[config.mk]
export PLATFORM = sky130hd
export DESIGN_NAME = accel_magnitude_hull_average_unit
export DESIGN_NICKNAME = d
export VERILOG_FILES = /design/src/rtl/amha_pkg.sv /design/src/rtl/accel_magnitude_hull_average_unit.sv /design/src/rtl/amha_front.sv /design/src/rtl/amha_queue.sv /design/src/rtl/amha_back.sv
export SDC_FILE = /design/constraint.sdc
export NUM_CORES = 2
export LEC_CHECK = 0
export BUFFER_PORTS_ARGS = -buffer_cell sky130_fd_sc_hd__buf_2
export CAP_MARGIN = 30
export CORE_ASPECT_RATIO = 1.4
export CORE_UTILIZATION = 60
export DETAILED_ROUTE_END_ITERATION = 8
export PLACE_DENSITY = 0.82
export SLEW_MARGIN = 30
export SYNTH_ARGS = -nofsm -noshare
export SYNTH_HDL_FRONTEND = slang
export SYNTH_SLANG_ARGS = --single-unit
[constraint.sdc]
create_clock -name clk -period 46.3 [get_ports clk]
set_input_delay 4.63 -clock clk [delete_from_list [all_inputs] [get_ports clk]]
set_output_delay 4.63 -clock clk [all_outputs]
set_load 0.01 [all_outputs]
[src/rtl/amha_pkg.sv]
// Shared widths, constants and handoff types for the accelerometer Hull average block.
package amha_pkg;

    localparam int STAMP_W     = 32;
    localparam int AXIS_W      = 16;
    localparam int MAG_W       = 16;
    localparam int DIFF_W      = 18;
    localparam int HULL_W      = 18;
    localparam int SUM_W       = 32;
    localparam int ROOT_STEPS  = SUM_W / 2;
    localparam int QUEUE_DEPTH = 2;

    // Largest magnitude: floor sqrt of 3 * 32768^2
    localparam logic [MAG_W-1:0] MAG_MAX = 16'd56755;

    // One magnitude item handed from the front end to the filter
    typedef struct packed {
        logic [STAMP_W-1:0] stamp;
        logic [MAG_W-1:0]   magnitude;
    } item_t;

    // Queue occupancy seen by both sides
    typedef struct packed {
        logic full;
        logic not_empty;
    } qstat_t;

endpackage

[src/rtl/accel_magnitude_hull_average_unit.sv]
// Top level: accelerometer magnitude followed by a Hull moving average.
//
//  Channel   Handshake                   Payload
//  sample    sample_valid / sample_stall stamp, accel_x, accel_y, accel_z
//  result    result_valid / result_stall stamp_out, magnitude, hull_value
//
// The front end accepts a sample, squares and sums the axes on one multiplier,
// runs the bit-pair square root and hands off the item; it stalls new samples
// until the handoff. The filter takes one item at a time from the queue and runs
// two prefix-sum passes on it, the weighted averages and the Hull combination.
// A two-entry queue lets the front end keep working while the filter or the
// result register stalls. Reset clears the fill count; each window is refilled
// before its average is used.
module accel_magnitude_hull_average_unit
#(
    parameter int LONG_WINDOW  = 10,
    parameter int SHORT_WINDOW = 5,
    parameter int FINAL_WINDOW = 3
)
(
    input  logic                                clk,
    input  logic                                rst_n,
    input  logic                                sample_valid,
    output logic                                sample_stall,
    input  logic        [amha_pkg::STAMP_W-1:0] stamp,
    input  logic signed [amha_pkg::AXIS_W-1:0]  accel_x,
    input  logic signed [amha_pkg::AXIS_W-1:0]  accel_y,
    input  logic signed [amha_pkg::AXIS_W-1:0]  accel_z,
    output logic                                result_valid,
    input  logic                                result_stall,
    output logic        [amha_pkg::STAMP_W-1:0] stamp_out,
    output logic        [amha_pkg::MAG_W-1:0]   magnitude,
    output logic signed [amha_pkg::HULL_W-1:0]  hull_value
);

    amha_pkg::qstat_t  q_stat;
    amha_pkg::item_t   q_push_item;
    amha_pkg::item_t   q_head;
    logic              q_push;
    logic              q_pop;

    amha_front u_front
    (
        .clk          (clk),
        .rst_n        (rst_n),
        .sample_valid (sample_valid),
        .sample_stall (sample_stall),
        .stamp        (stamp),
        .accel_x      (accel_x),
        .accel_y      (accel_y),
        .accel_z      (accel_z),
        .qstat        (q_stat),
        .push         (q_push),
        .push_item    (q_push_item)
    );

    amha_queue u_queue
    (
        .clk       (clk),
        .rst_n     (rst_n),
        .push      (q_push),
        .push_item (q_push_item),
        .pop       (q_pop),
        .head      (q_head),
        .qstat     (q_stat)
    );

    amha_back
    #(
        .LONG_WINDOW  (LONG_WINDOW),
        .SHORT_WINDOW (SHORT_WINDOW),
        .FINAL_WINDOW (FINAL_WINDOW)
    )
    u_back
    (
        .clk          (clk),
        .rst_n        (rst_n),
        .qstat        (q_stat),
        .head         (q_head),
        .pop          (q_pop),
        .result_valid (result_valid),
        .result_stall (result_stall),
        .stamp_out    (stamp_out),
        .magnitude    (magnitude),
        .hull_value   (hull_value)
    );

`ifndef SYNTHESIS
    // Front end goes busy right after taking a sample
    a_busy_after_accept: assert property (@(posedge clk) disable iff (!rst_n)
        sample_valid && !sample_stall |=> sample_stall)
        else $error("front end not busy after accepting an item");

    // Never write into a full queue
    a_no_push_full: assert property (@(posedge clk) disable iff (!rst_n)
        q_push |-> !q_stat.full)
        else $error("push into full queue");

    // Never read from an empty queue
    a_no_pop_empty: assert property (@(posedge clk) disable iff (!rst_n)
        q_pop |-> q_stat.not_empty)
        else $error("pop from empty queue");

    // Square root result stays within the reachable range
    a_mag_range: assert property (@(posedge clk) disable iff (!rst_n)
        q_push |-> q_push_item.magnitude <= amha_pkg::MAG_MAX)
        else $error("magnitude out of range");
`endif

endmodule

[src/rtl/amha_front.sv]
// Front end: accepts samples, sums squared axes and takes the integer square root.
module amha_front
(
    input  logic                                 clk,
    input  logic                                 rst_n,
    input  logic                                 sample_valid,
    output logic                                 sample_stall,
    input  logic        [amha_pkg::STAMP_W-1:0]  stamp,
    input  logic signed [amha_pkg::AXIS_W-1:0]   accel_x,
    input  logic signed [amha_pkg::AXIS_W-1:0]   accel_y,
    input  logic signed [amha_pkg::AXIS_W-1:0]   accel_z,
    input  amha_pkg::qstat_t                     qstat,
    output logic                                 push,
    output amha_pkg::item_t                      push_item
);

    localparam logic [1:0] F_IDLE = 2'd0;
    localparam logic [1:0] F_SQR  = 2'd1;
    localparam logic [1:0] F_ROOT = 2'd2;
    localparam logic [1:0] F_PUSH = 2'd3;

    localparam int STEP_W = $clog2(amha_pkg::ROOT_STEPS);
    localparam int REM_W  = amha_pkg::MAG_W + 1;
    localparam logic [STEP_W-1:0] SQR_LAST  = STEP_W'(2);
    localparam logic [STEP_W-1:0] ROOT_LAST = STEP_W'(amha_pkg::ROOT_STEPS - 1);

    logic [1:0]                          state_reg, state_next;
    logic [STEP_W-1:0]                   step_reg, step_next;
    logic [amha_pkg::STAMP_W-1:0]        stamp_reg;
    logic signed [amha_pkg::AXIS_W-1:0]  axis_reg [3];
    logic [amha_pkg::SUM_W-1:0]          sum_reg;
    logic [amha_pkg::MAG_W-1:0]          root_reg;
    logic [REM_W-1:0]                    rem_reg;

    logic signed [amha_pkg::SUM_W-1:0]   square;
    logic [REM_W+1:0]                    rem_shift;
    logic [REM_W+1:0]                    trial;
    logic [REM_W+1:0]                    rem_diff;
    logic                                take_bit;
    logic                                accept;

    assign accept       = sample_valid && !sample_stall;
    assign sample_stall = (state_reg != F_IDLE);
    assign push         = (state_reg == F_PUSH) && !qstat.full;
    assign push_item    = '{stamp: stamp_reg, magnitude: root_reg};

    // Square one axis per cycle
    assign square = axis_reg[0] * axis_reg[0];

    // One restoring square-root step: two radicand bits in, one root bit out
    assign rem_shift = {rem_reg, sum_reg[amha_pkg::SUM_W-1 -: 2]};
    assign trial     = {1'b0, root_reg, 2'b01};
    assign take_bit  = (rem_shift >= trial);
    assign rem_diff  = rem_shift - trial;

    // Sequence the item through squaring, root and handoff
    always_comb
    begin
        state_next = state_reg;
        step_next  = step_reg;
        unique case (state_reg)
            F_IDLE:
            begin
                step_next = '0;
                if (accept)
                begin
                    state_next = F_SQR;
                end
            end
            F_SQR:
            begin
                step_next = step_reg + STEP_W'(1);
                if (step_reg == SQR_LAST)
                begin
                    step_next  = '0;
                    state_next = F_ROOT;
                end
            end
            F_ROOT:
            begin
                step_next = step_reg + STEP_W'(1);
                if (step_reg == ROOT_LAST)
                begin
                    state_next = F_PUSH;
                end
            end
            F_PUSH:
            begin
                if (!qstat.full)
                begin
                    state_next = F_IDLE;
                end
            end
            default:
            begin
                state_next = F_IDLE;
            end
        endcase
    end

    // Hold control state
    always_ff @(posedge clk or negedge rst_n)
    begin
        if (!rst_n)
        begin
            state_reg <= F_IDLE;
            step_reg  <= '0;
        end
        else
        begin
            state_reg <= state_next;
            step_reg  <= step_next;
        end
    end

    // Capture the sample, accumulate squares, then advance the root
    always_ff @(posedge clk)
    begin
        if (accept)
        begin
            stamp_reg   <= stamp;
            axis_reg[0] <= accel_x;
            axis_reg[1] <= accel_y;
            axis_reg[2] <= accel_z;
            sum_reg     <= '0;
            root_reg    <= '0;
            rem_reg     <= '0;
        end
        else if (state_reg == F_SQR)
        begin
            axis_reg[0] <= axis_reg[1];
            axis_reg[1] <= axis_reg[2];
            sum_reg     <= sum_reg + unsigned'(square);
        end
        else if (state_reg == F_ROOT)
        begin
            sum_reg  <= {sum_reg[amha_pkg::SUM_W-3:0], 2'b00};
            root_reg <= {root_reg[amha_pkg::MAG_W-2:0], take_bit};
            rem_reg  <= take_bit ? rem_diff[REM_W-1:0] : rem_shift[REM_W-1:0];
        end
    end

endmodule

[src/rtl/amha_queue.sv]
// Two-entry queue that decouples the magnitude front end from the filter.
module amha_queue
(
    input  logic              clk,
    input  logic              rst_n,
    input  logic              push,
    input  amha_pkg::item_t   push_item,
    input  logic              pop,
    output amha_pkg::item_t   head,
    output amha_pkg::qstat_t  qstat
);

    localparam int PTR_W = $clog2(amha_pkg::QUEUE_DEPTH);
    localparam int CNT_W = $clog2(amha_pkg::QUEUE_DEPTH + 1);
    localparam logic [CNT_W-1:0] FULL_CNT = CNT_W'(amha_pkg::QUEUE_DEPTH);

    amha_pkg::item_t   entry_reg [amha_pkg::QUEUE_DEPTH];
    logic [PTR_W-1:0]  wr_ptr_reg, rd_ptr_reg;
    logic [CNT_W-1:0]  count_reg;

    assign head            = entry_reg[rd_ptr_reg];
    assign qstat.full      = (count_reg == FULL_CNT);
    assign qstat.not_empty = (count_reg != '0);

    // Advance pointers and occupancy
    always_ff @(posedge clk or negedge rst_n)
    begin
        if (!rst_n)
        begin
            wr_ptr_reg <= '0;
            rd_ptr_reg <= '0;
            count_reg  <= '0;
        end
        else
        begin
            if (push)
            begin
                wr_ptr_reg <= wr_ptr_reg + PTR_W'(1);
            end
            if (pop)
            begin
                rd_ptr_reg <= rd_ptr_reg + PTR_W'(1);
            end
            if (push && !pop)
            begin
                count_reg <= count_reg + CNT_W'(1);
            end
            else if (pop && !push)
            begin
                count_reg <= count_reg - CNT_W'(1);
            end
        end
    end

    // Store the pushed item
    always_ff @(posedge clk)
    begin
        if (push)
        begin
            entry_reg[wr_ptr_reg] <= push_item;
        end
    end

endmodule

[src/rtl/amha_back.sv]
// Filter back end: weighted averages, Hull combination and the result register.
module amha_back
#(
    parameter int LONG_WINDOW  = 10,
    parameter int SHORT_WINDOW = 5,
    parameter int FINAL_WINDOW = 3
)
(
    input  logic                                clk,
    input  logic                                rst_n,
    input  amha_pkg::qstat_t                    qstat,
    input  amha_pkg::item_t                     head,
    output logic                                pop,
    output logic                                result_valid,
    input  logic                                result_stall,
    output logic        [amha_pkg::STAMP_W-1:0] stamp_out,
    output logic        [amha_pkg::MAG_W-1:0]   magnitude,
    output logic signed [amha_pkg::HULL_W-1:0]  hull_value
);

    localparam int MAG_W  = amha_pkg::MAG_W;
    localparam int DIFF_W = amha_pkg::DIFF_W;
    localparam int HULL_W = amha_pkg::HULL_W;

    localparam int MAG_DEPTH = (LONG_WINDOW > SHORT_WINDOW) ? LONG_WINDOW : SHORT_WINDOW;
    localparam int LOOP_N    = (MAG_DEPTH > FINAL_WINDOW) ? MAG_DEPTH : FINAL_WINDOW;
    localparam int CNT_W     = $clog2(LOOP_N + 1);
    localparam int MI_W      = $clog2(MAG_DEPTH);

    localparam int TOT_L = LONG_WINDOW * (LONG_WINDOW + 1) / 2;
    localparam int TOT_S = SHORT_WINDOW * (SHORT_WINDOW + 1) / 2;
    localparam int TOT_F = FINAL_WINDOW * (FINAL_WINDOW + 1) / 2;

    localparam int PRE_W   = MAG_W + $clog2(MAG_DEPTH + 1);
    localparam int ACC_L_W = MAG_W + $clog2(TOT_L + 1);
    localparam int ACC_S_W = MAG_W + $clog2(TOT_S + 1);
    localparam int PF_W    = DIFF_W + $clog2(FINAL_WINDOW + 1);
    localparam int ACC_F_W = DIFF_W + $clog2(TOT_F + 1);
    localparam int DIV_LS  = (ACC_L_W > ACC_S_W) ? ACC_L_W : ACC_S_W;
    localparam int DIV_W   = (DIV_LS > ACC_F_W) ? DIV_LS : ACC_F_W;
    localparam int M_W     = DIV_W + 1;
    localparam int PROD_W  = DIV_W + M_W;

    // Reciprocals: floor(n / T) = (n * ceil(2^SH / T)) >> SH for n below 2^DIV_W
    localparam int SH_L = DIV_W + $clog2(TOT_L);
    localparam int SH_S = DIV_W + $clog2(TOT_S);
    localparam int SH_F = DIV_W + $clog2(TOT_F);
    localparam logic [63:0] M_L_FULL = ((64'd1 << SH_L) + 64'(TOT_L) - 64'd1) / 64'(TOT_L);
    localparam logic [63:0] M_S_FULL = ((64'd1 << SH_S) + 64'(TOT_S) - 64'd1) / 64'(TOT_S);
    localparam logic [63:0] M_F_FULL = ((64'd1 << SH_F) + 64'(TOT_F) - 64'd1) / 64'(TOT_F);
    localparam logic [M_W-1:0] M_L = M_L_FULL[M_W-1:0];
    localparam logic [M_W-1:0] M_S = M_S_FULL[M_W-1:0];
    localparam logic [M_W-1:0] M_F = M_F_FULL[M_W-1:0];

    localparam logic [CNT_W-1:0] L_CNT    = CNT_W'(LONG_WINDOW);
    localparam logic [CNT_W-1:0] S_CNT    = CNT_W'(SHORT_WINDOW);
    localparam logic [CNT_W-1:0] F_CNT    = CNT_W'(FINAL_WINDOW);
    localparam logic [CNT_W-1:0] CAP_CNT  = CNT_W'(LOOP_N);
    localparam logic [CNT_W-1:0] MAG_LAST = CNT_W'(MAG_DEPTH - 1);
    localparam logic [CNT_W-1:0] FIN_LAST = CNT_W'(FINAL_WINDOW - 1);

    localparam logic [3:0] B_IDLE  = 4'd0;
    localparam logic [3:0] B_MAG   = 4'd1;
    localparam logic [3:0] B_MUL_S = 4'd2;
    localparam logic [3:0] B_MUL_L = 4'd3;
    localparam logic [3:0] B_DIFF  = 4'd4;
    localparam logic [3:0] B_FIN   = 4'd5;
    localparam logic [3:0] B_MUL_F = 4'd6;
    localparam logic [3:0] B_HULL  = 4'd7;
    localparam logic [3:0] B_OUT   = 4'd8;

    logic [3:0]        state_reg, state_next;
    logic [CNT_W-1:0]  step_reg, step_next;
    logic [CNT_W-1:0]  seen_reg, seen_next;
    logic              res_valid_reg, res_valid_next;

    logic [MAG_W-1:0]                 mag_hist_reg [MAG_DEPTH];
    logic signed [DIFF_W-1:0]         diff_hist_reg [FINAL_WINDOW];
    logic signed [DIFF_W-1:0]         fin_work_reg [FINAL_WINDOW];
    logic [amha_pkg::STAMP_W-1:0]     stamp_reg;
    logic [MAG_W-1:0]                 mag_reg;
    logic [PRE_W-1:0]                 pre_reg;
    logic [ACC_L_W-1:0]               acc_l_reg;
    logic [ACC_S_W-1:0]               acc_s_reg;
    logic signed [PF_W-1:0]           pre_f_reg;
    logic signed [ACC_F_W-1:0]        acc_f_reg;
    logic                             neg_reg;
    logic [PROD_W-1:0]                prod_reg;
    logic [MAG_W-1:0]                 short_reg;
    logic signed [DIFF_W-1:0]         diff_reg;
    logic signed [HULL_W-1:0]         hull_reg;
    logic [amha_pkg::STAMP_W-1:0]     stamp_out_reg;
    logic [MAG_W-1:0]                 mag_out_reg;
    logic signed [HULL_W-1:0]         hull_out_reg;

    logic [PRE_W-1:0]          pre_next;
    logic signed [PF_W-1:0]    pre_f_next;
    logic [ACC_F_W-1:0]        acc_f_abs;
    logic [DIV_W-1:0]          mul_a;
    logic [M_W-1:0]            mul_m;
    logic [PROD_W-1:0]         prod_next;
    logic [PROD_W-1:0]         shr_s, shr_l, shr_f;
    logic [MAG_W-1:0]          short_next, long_val;
    logic signed [DIFF_W-1:0]  diff_next;
    logic [HULL_W-1:0]         fin_q;
    logic signed [HULL_W-1:0]  hull_next;
    logic                      out_free;

    assign pop          = (state_reg == B_IDLE) && qstat.not_empty;
    assign out_free     = !res_valid_reg || !result_stall;
    assign result_valid = res_valid_reg;
    assign stamp_out    = stamp_out_reg;
    assign magnitude    = mag_out_reg;
    assign hull_value   = hull_out_reg;

    // Running prefix sums: adding the prefix each step gives weights w..1
    assign pre_next   = pre_reg + PRE_W'(mag_hist_reg[step_reg[MI_W-1:0]]);
    assign pre_f_next = pre_f_reg + PF_W'(fin_work_reg[0]);

    // Shared reciprocal multiplier, operands picked by state
    assign acc_f_abs = acc_f_reg[ACC_F_W-1] ? ~acc_f_reg : acc_f_reg;
    always_comb
    begin
        mul_a = '0;
        mul_m = '0;
        case (state_reg)
            B_MUL_S:
            begin
                mul_a = DIV_W'(acc_s_reg);
                mul_m = M_S;
            end
            B_MUL_L:
            begin
                mul_a = DIV_W'(acc_l_reg);
                mul_m = M_L;
            end
            B_MUL_F:
            begin
                mul_a = DIV_W'(acc_f_abs);
                mul_m = M_F;
            end
            default:
            begin
                mul_a = '0;
                mul_m = '0;
            end
        endcase
    end
    assign prod_next = mul_a * mul_m;

    // Quotients, with raw passthrough until a window has filled
    assign shr_s      = prod_reg >> SH_S;
    assign shr_l      = prod_reg >> SH_L;
    assign shr_f      = prod_reg >> SH_F;
    assign short_next = (seen_reg >= S_CNT) ? shr_s[MAG_W-1:0] : mag_reg;
    assign long_val   = (seen_reg >= L_CNT) ? shr_l[MAG_W-1:0] : mag_reg;
    assign diff_next  = signed'({1'b0, short_reg, 1'b0}) - signed'({2'b00, long_val});

    // Negative sums divide as ~floor(~n / T), which rounds toward minus infinity
    assign fin_q     = shr_f[HULL_W-1:0];
    assign hull_next = (seen_reg >= F_CNT) ? signed'(neg_reg ? ~fin_q : fin_q) : diff_reg;

    // Step through the filter one item at a time
    always_comb
    begin
        state_next     = state_reg;
        step_next      = step_reg;
        seen_next      = seen_reg;
        res_valid_next = res_valid_reg && result_stall;
        unique case (state_reg)
            B_IDLE:
            begin
                step_next = '0;
                if (qstat.not_empty)
                begin
                    state_next = B_MAG;
                    if (seen_reg < CAP_CNT)
                    begin
                        seen_next = seen_reg + CNT_W'(1);
                    end
                end
            end
            B_MAG:
            begin
                step_next = step_reg + CNT_W'(1);
                if (step_reg == MAG_LAST)
                begin
                    state_next = B_MUL_S;
                end
            end
            B_MUL_S:
            begin
                state_next = B_MUL_L;
            end
            B_MUL_L:
            begin
                state_next = B_DIFF;
            end
            B_DIFF:
            begin
                step_next  = '0;
                state_next = B_FIN;
            end
            B_FIN:
            begin
                step_next = step_reg + CNT_W'(1);
                if (step_reg == FIN_LAST)
                begin
                    state_next = B_MUL_F;
                end
            end
            B_MUL_F:
            begin
                state_next = B_HULL;
            end
            B_HULL:
            begin
                state_next = B_OUT;
            end
            B_OUT:
            begin
                if (out_free)
                begin
                    res_valid_next = 1'b1;
                    state_next     = B_IDLE;
                end
            end
            default:
            begin
                state_next = B_IDLE;
            end
        endcase
    end

    // Hold control state
    always_ff @(posedge clk or negedge rst_n)
    begin
        if (!rst_n)
        begin
            state_reg     <= B_IDLE;
            step_reg      <= '0;
            seen_reg      <= '0;
            res_valid_reg <= 1'b0;
        end
        else
        begin
            state_reg     <= state_next;
            step_reg      <= step_next;
            seen_reg      <= seen_next;
            res_valid_reg <= res_valid_next;
        end
    end

    // Datapath: histories, accumulators, product and result register
    always_ff @(posedge clk)
    begin
        case (state_reg)
            B_IDLE:
            begin
                if (qstat.not_empty)
                begin
                    stamp_reg       <= head.stamp;
                    mag_reg         <= head.magnitude;
                    mag_hist_reg[0] <= head.magnitude;
                    for (int i = 1; i < MAG_DEPTH; i++)
                    begin
                        mag_hist_reg[i] <= mag_hist_reg[i-1];
                    end
                    pre_reg   <= '0;
                    acc_l_reg <= '0;
                    acc_s_reg <= '0;
                end
            end
            B_MAG:
            begin
                pre_reg <= pre_next;
                if (step_reg < L_CNT)
                begin
                    acc_l_reg <= acc_l_reg + ACC_L_W'(pre_next);
                end
                if (step_reg < S_CNT)
                begin
                    acc_s_reg <= acc_s_reg + ACC_S_W'(pre_next);
                end
            end
            B_MUL_S:
            begin
                prod_reg <= prod_next;
            end
            B_MUL_L:
            begin
                short_reg <= short_next;
                prod_reg  <= prod_next;
            end
            B_DIFF:
            begin
                diff_reg         <= diff_next;
                diff_hist_reg[0] <= diff_next;
                fin_work_reg[0]  <= diff_next;
                for (int i = 1; i < FINAL_WINDOW; i++)
                begin
                    diff_hist_reg[i] <= diff_hist_reg[i-1];
                    fin_work_reg[i]  <= diff_hist_reg[i-1];
                end
                pre_f_reg <= '0;
                acc_f_reg <= '0;
            end
            B_FIN:
            begin
                pre_f_reg <= pre_f_next;
                acc_f_reg <= acc_f_reg + ACC_F_W'(pre_f_next);
                for (int i = 0; i < FINAL_WINDOW - 1; i++)
                begin
                    fin_work_reg[i] <= fin_work_reg[i+1];
                end
            end
            B_MUL_F:
            begin
                neg_reg  <= acc_f_reg[ACC_F_W-1];
                prod_reg <= prod_next;
            end
            B_HULL:
            begin
                hull_reg <= hull_next;
            end
            B_OUT:
            begin
                if (out_free)
                begin
                    stamp_out_reg <= stamp_reg;
                    mag_out_reg   <= mag_reg;
                    hull_out_reg  <= hull_reg;
                end
            end
            default:
            begin
                prod_reg <= prod_reg;
            end
        endcase
    end

endmodule
Word level (Yosys, flattened, before mapping)

Memory sizes are Yosys's and may differ from the RTL's.
Cells that the tools add are included.

Multipliers: 2
Eq/ne operators: 26
Bitwise logic cells: 7
Reductions and logical operators: 35
Magnitude comparators: 7
Multiplexer cells: 54
Add/subtract/negate cells: 15

Operators by type and width:

| kind                                                            | number |
|---|---|
| 20-bit one-hot mux with 2 select lines                          | 3 |
| 18-bit 2-to-1 mux                                               | 4 |
| 23-bit one-hot mux with 3 select lines                          | 1 |
| 22-bit one-hot mux with 3 select lines                          | 1 |
| 16-bit 2-to-1 mux                                               | 4 |
| 32-bit 2-to-1 mux                                               | 2 |
| 22-bit by 23-bit multiplier with 44-bit output                  | 1 |
| 22-bit 2-to-1 mux                                               | 2 |
| 22-bit one-hot mux with 2 select lines                          | 1 |
| 21-bit one-hot mux with 2 select lines                          | 1 |
| 20-bit 2-to-1 mux                                               | 2 |
| 4-bit one-hot mux with 9 select lines                           | 1 |
| 32-bit adder                                                    | 1 |
| 16-bit by 16-bit multiplier with 32-bit output                  | 1 |
| 22-bit by 20-bit adder with 22-bit output                       | 1 |
| 21-bit by 20-bit adder with 21-bit output                       | 1 |
| 21-bit 2-to-1 mux                                               | 1 |
| 21-bit NOT                                                      | 1 |
| 20-bit by 16-bit adder with 20-bit output                       | 1 |
| 20-bit by 18-bit adder with 20-bit output                       | 1 |
| 20-bit adder                                                    | 1 |
| 4-bit 2-to-1 mux                                                | 5 |
| 19-bit by 18-bit greater-or-equal comparator with 1-bit output  | 1 |
| 2-bit by 1-bit != test with 1-bit output, second input constant | 9 |
| other kinds (39)                                                | 99 |

RAM bits: 412
Register bits after elaboration: 434
Memories: 5
Logic and storage cells: 179
Output and inout port bits: 68

Memory list:

| name                 | words | width | read ports | clocked after Yosys merged registers in | write ports | line             | source |
|---|---|---|---|---|---|---|---|
| u_back.mag_hist_reg  | 10    | 16    | 10         | 0                                       | 10          | amha_back.sv:77  | `logic [MAG_W-1:0] mag_hist_reg [MAG_DEPTH];` |
| u_queue.entry_reg    | 2     | 48    | 1          | 0                                       | 1           | amha_queue.sv:17 | `amha_pkg::item_t entry_reg [amha_pkg::QUEUE_DEPTH];` |
| u_back.diff_hist_reg | 3     | 18    | 2          | 0                                       | 3           | amha_back.sv:78  | `logic signed [DIFF_W-1:0] diff_hist_reg [FINAL_WINDOW];` |
| u_back.fin_work_reg  | 3     | 18    | 3          | 0                                       | 3           | amha_back.sv:79  | `logic signed [DIFF_W-1:0] fin_work_reg [FINAL_WINDOW];` |
| u_front.axis_reg     | 3     | 16    | 3          | 0                                       | 3           | amha_front.sv:30 | `logic signed [amha_pkg::AXIS_W-1:0] axis_reg [3];` |

Logic depth before layout (Yosys ltp)

Depth in word-level cells: 7
Depth in mapped cells: 32

Hierarchy

Synthesis repeated with hierarchy kept, for this count alone.

Cell total of the unflattened synthesis: 4,808
Area, all modules: 56,289.0 µm²

By module, submodules not included:

| module     | cells an instance | seq. area each (µm²) | area an instance (µm²) | times used |
|---|---|---|---|---|
| amha_back  | 2,965             | 15,489.9             | 35,816.9               | 1 |
| amha_front | 1,678             | 3,853.7              | 16,773.6               | 1 |
| amha_queue | 165               | 2,982.9              | 3,698.5                | 1 |

Least setup slack after synthesis

Ideal clock, no wire load.

Path type: register to register
Start: reg u_back.state_reg[3]
End: reg u_queue.count_reg[1]
Clock period less this slack: 16.172 ns
Arrival time: 16.093 ns
Cell stages (with the launch flop): 8
Slack: 30.128 ns
Cells stage by stage: dfrtp_1 > clkbuf_1 > or3_1 > nor3_1 > inv_1 > ha_1 > nor2_1 > xor2_1

Word-level cells in the longest chain between the ends: 5

RTL lines:

| element                                                | line                                    | source |
|---|---|---|
| start, declared                                        | amha_back.sv:72                         | `logic [3:0] state_reg, state_next;` |
| start signal, assigned                                 | amha_back.sv:247                        | `state_reg <= state_next;` |
| 4-bit zero test *                                      | amha_back.sv:109                        | `assign pop = (state_reg == B_IDLE) && qstat.not_empty;` |
| 1-bit logical AND *                                    | amha_back.sv:109                        |  |
| named net q_pop                                        | accel_magnitude_hull_average_unit.sv:40 | `logic q_pop;` |
| 1-bit zero test                                        | amha_queue.sv:44                        | `if (push && !pop)` |
| 1-bit logical AND                                      | amha_queue.sv:44                        |  |
| 2-bit 2-to-1 mux or 2-bit nonzero test (tied branches) | --                                      |  |
| end signal, assigned                                   | amha_queue.sv:46                        | `count_reg <= count_reg + CNT_W'(1);` |
| end signal, assigned                                   | amha_queue.sv:50                        | `count_reg <= count_reg - CNT_W'(1);` |
| end, declared                                          | amha_queue.sv:19                        | `logic [CNT_W-1:0] count_reg;` |

Mark *: on every way through the listed nets, which the timed path passes. The rest lies on a longest branch.
A chain may end at the register's enable or synchronous reset.

Worst setup path in the final report

Start: reg u_back.state_reg[0]
End: reg u_back.prod_reg[42], data pin

Word-level cells in the longest chain between the ends: 3

RTL lines:

| element                                                                                                          | line             | source |
|---|---|---|
| 4-bit by 3-bit equality test with 1-bit output or 4-bit by 2-bit equality test with 1-bit output (tied branches) | amha_back.sv:126 | `case (state_reg)` |
| 22-bit one-hot mux with 3 select lines or 23-bit one-hot mux with 3 select lines (tied branches)                 | amha_back.sv:126 |  |
| 22-bit by 23-bit multiplier with 44-bit output *                                                                 | amha_back.sv:149 | `assign prod_next = mul_a * mul_m;` |
| named net u_back.prod_next[42]                                                                                   | amha_back.sv:101 | `logic [PROD_W-1:0] prod_next;` |
| end signal, assigned                                                                                             | amha_back.sv:288 | `prod_reg <= prod_next;` |
| end signal, assigned                                                                                             | amha_back.sv:293 | `prod_reg <= prod_next;` |
| end signal, assigned                                                                                             | amha_back.sv:320 | `prod_reg <= prod_next;` |
| end, declared                                                                                                    | amha_back.sv:88  | `logic [PROD_W-1:0] prod_reg;` |

Marked as above.

==> run metrics <==
final instance area 0.06062 mm^2; ant diodes 0; Critical path origin u_back.state_reg[0]$_DFFE_PN0P_; CTS tree built; Final ANT Viol Nets 0; Worst path max stage delay between 0.6 and 0.7 ns; status finished, final reports clean; Worst Path Required 46.69 ns; IO Pins 152; Max Cap Viol 0; f_max 0.1046 GHz; slowest cell on the critical path o2111ai_1; WS Path Type register to register; Post-CTS Setup Repair Bufs 0; # setup viols final 0; Final nets 5,949; Pins Over Slew Limit 0; RSZ-0062 raised after global routing no; FP Rows 131; r2r setup slk about 37 ns; Post-Synth Simple-Gate Area 0.07383; hold_buf cts 0; initial antenna violation count 0; Core Area around 0.09 mm^2; Mapped Avg Cell Area 11.95 um^2; Synth Warn # 0; worst hold path type register to register; Die Wd ~260 um; worst rel slew slack 0.3546; EDFF count, synth 681; XOR/XNOR Fraction of Synth Area 0.03337; sequential-to-total area share from yosys stat 0.4020; Chip Height 362.0 um; grt ovf 0; Port-buffer cells 151; Post-Syn Area 0.05553 mm^2; Worst Tran Pin Value 0.9623 ns; WP data arrival approximately 10 ns; hold path cells 0; Worst Skew 0.05190 ns; Mapped Cells around 4,600; crit end category register; clock transition at the registers of the reported paths 0.06 ns; Largest register FFs 145; hold path start u_back.hull_reg[17]$_DFFE_PP_; Core Util, Final 0.6628; placed inst area 0.05785 mm^2; Yosys cell types 70; total clock buffers created by CTS 76; largest net degree at the start of global routing 200; clock sinks 769; hpwl dp around 100,000 um; Reg2Reg Launch Point u_back.state_reg[0]$_DFFE_PN0P_; Layout area overhead 9.159%; critical-path maximum fanout 15; setup tns final 0 ns; post-synthesis mux area share 0.04734; CTS resizes 0; via count ~35,000; Clock Tree Buf Depth 3; vias in the first global route roughly 38,000; 1st-iter DRT viols 2,439; Detailed Routing Iterations Pass 1 5; Vias/cell between 5 and 6; Clock Latency Late Sink approximately 0.66 ns; wire per inst 21.75 um; top_reg_cell synth edfxtp_1; layout cells sized above 1 0.1013; Routed Wire Length 132,300 um; CTS HTree Levels 3; Worst Hold End u_back.hull_value[17]$_DFFE_PP_; Startpoint Class register; Reg2Reg Depth 28; Async S/R FF share, synth 0.02991; Starting Density 0.6072; Yosys reg bits just under 800; fin crit share 0.2066; CTS root buffer clkbuf_16; drt drc 0; complex-gate fraction of the synthesized area 0.07293; die area 0.09379 mm^2; global-route wire length before repair 207,500 um; Post-Synth Adder-Cell Area 0.3097; Critical R2R Capture u_back.prod_reg[42]$_DFFE_PP_; Final Hold Fails 0; largest family of logic cells by synthesized area adder cells; Tmin final ~9.6 ns; Fillers 6,591; Tot GR Track Use 0.2898; most used cell, CP fa_1; gpl congestion between 0.9 and 1
-- cell type report --
| type | instances | area, um^2 | area share |
|---|---|---|---|
| repair buffers | 194 | 1142 | 0.01884 |
| inverters | 788 | 2959 | 0.04881 |
| clock buffers | 93 | 2048 | 0.03379 |
| multi-input cells | 2995 | 29960 | 0.4943 |
| clock inverters | 46 | 680.7 | 0.01123 |
| well taps | 1197 | 1498 | 0.02471 |
| flip-flops and latches | 769 | 22330 | 0.3683 |
-- stage by stage --
| stage | hold WS [ns] | cells | worst slack [ns] |
|---|---|---|---|
| 2_1_floorplan | 0.4003 | 4661 | 30.13 |
| 3_3_place_gp | 0.4008 | 5939 | 37.04 |
| 3_5_place_dp | 0.4045 | 5942 | 36.86 |
| 4_1_cts | 0.4163 | 6081 | 36.88 |
| 5_1_grt | 0.4212 | 6082 | 36.29 |
| 6_report | 0.4118 | 6082 | 36.74 |
-- cells by family (layout without fill, tap and decap cells) --
kind of cell	Yosys count	in the layout
AOI/OAI and AO/OA	631	631
and+or+nand+nor	889	889
xor gates and xnor gates	210	210
adders and majority gates	1041	1041
DFF	769	769
muxes	209	209
buffers and inverters	897	1121
other	2	15
-- synth_stat cells (10+ instances only) --
cell | n | area [um^2]
o31ai_1 | 15 | 112.6
a311oi_1 | 12 | 105.1
nand2b_1 | 33 | 206.5
xor2_1 | 66 | 578.1
nand2_1 | 334 | 1254
mux4_2 | 32 | 720.7
mux2_2 | 109 | 1227
a21o_1 | 76 | 570.6
dfxtp_1 | 65 | 1301
a31oi_1 | 28 | 175.2
fa_1 | 556 | 11130
nor2b_1 | 37 | 231.5
dfrtp_1 | 23 | 575.6
xnor2_1 | 143 | 1252
a211oi_1 | 45 | 337.8
nand3_1 | 44 | 220.2
mux2i_1 | 68 | 680.7
nor3_1 | 40 | 200.2
and3_1 | 26 | 162.7
o21ai_0 | 130 | 650.6
and2_1 | 102 | 638.1
nand4_1 | 10 | 62.56
a21oi_1 | 187 | 935.9
o21a_1 | 31 | 232.7
or2_2 | 10 | 62.56
o211ai_1 | 19 | 142.6
or3_1 | 22 | 137.6
nor2_1 | 216 | 810.8
buf_1 | 24 | 90.09
clkbuf_1 | 84 | 315.3
inv_1 | 785 | 2947
ha_1 | 485 | 6068
edfxtp_1 | 681 | 20450
o21bai_1 | 17 | 127.6
-- worst max-delay path by stage --
stage                                                   to  slack (ns)
after floorplan           u_queue.count_reg[1]$_DFFE_PN0P_       30.13
after global placement       u_back.prod_reg[42]$_DFFE_PP_       37.04
after detailed placement     u_back.prod_reg[42]$_DFFE_PP_       36.86
after CTS                    u_back.prod_reg[42]$_DFFE_PP_       36.88
after global routing         u_back.prod_reg[42]$_DFFE_PP_       36.29
final                        u_back.prod_reg[42]$_DFFE_PP_       36.74
-- critical path, delay by kind of cell, from the launching register on --
kind | cells | cell delay (ns)
xor+xnor | 1 | 0.10
simple gates | 7 | 1.74
buf+inv | 6 | 1.15
compound gates | 6 | 2.06
flops | 1 | 0.53
fa+ha+maj | 8 | 3.75
-- per-layer routing --
metal,global-route usage,part of all wire,up-vias
li1,-,-,16050
met5,0,0,-
met2,0.5175,0.52,1187
met1,0.3350,0.37,17780
met3,0.03739,0.052,346
met4,0.1599,0.061,0
-- cell usage in the layout (no fill, tap or decap), types with 11 or more instances in the layout --
cell type | Yosys | layout
clkbuf_1 | 84 | 11
edfxtp_1 | 681 | 681
nor2b_1 | 37 | 37
nand3_1 | 44 | 44
clkinv_2 | 0 | 15
mux2i_1 | 68 | 68
or3_1 | 22 | 22
buf_4 | 0 | 37
clkbuf_16 | 0 | 78
nand2b_1 | 33 | 32
dfrtp_1 | 23 | 21
inv_1 | 785 | 785
o21ai_0 | 130 | 130
ha_1 | 485 | 483
nor3_1 | 40 | 36
and3_1 | 26 | 25
a31oi_1 | 28 | 28
conb_1 | 2 | 15
and2_1 | 102 | 102
nor2_1 | 216 | 212
dfxtp_1 | 65 | 65
a21o_1 | 76 | 76
o21a_1 | 31 | 30
a311oi_1 | 12 | 12
o21bai_1 | 17 | 17
buf_2 | 1 | 151
a211oi_1 | 45 | 45
xnor2_1 | 143 | 143
bufinv_16 | 0 | 13
o211ai_1 | 19 | 19
xor2_1 | 66 | 66
mux2_2 | 109 | 109
o31ai_1 | 15 | 15
mux4_2 | 32 | 32
nand2_1 | 334 | 334
a21oi_1 | 187 | 186
fa_1 | 556 | 555
Power is not shown: default switching activity piles up to over one toggle a cycle in this logic, so the estimate is an artifact.
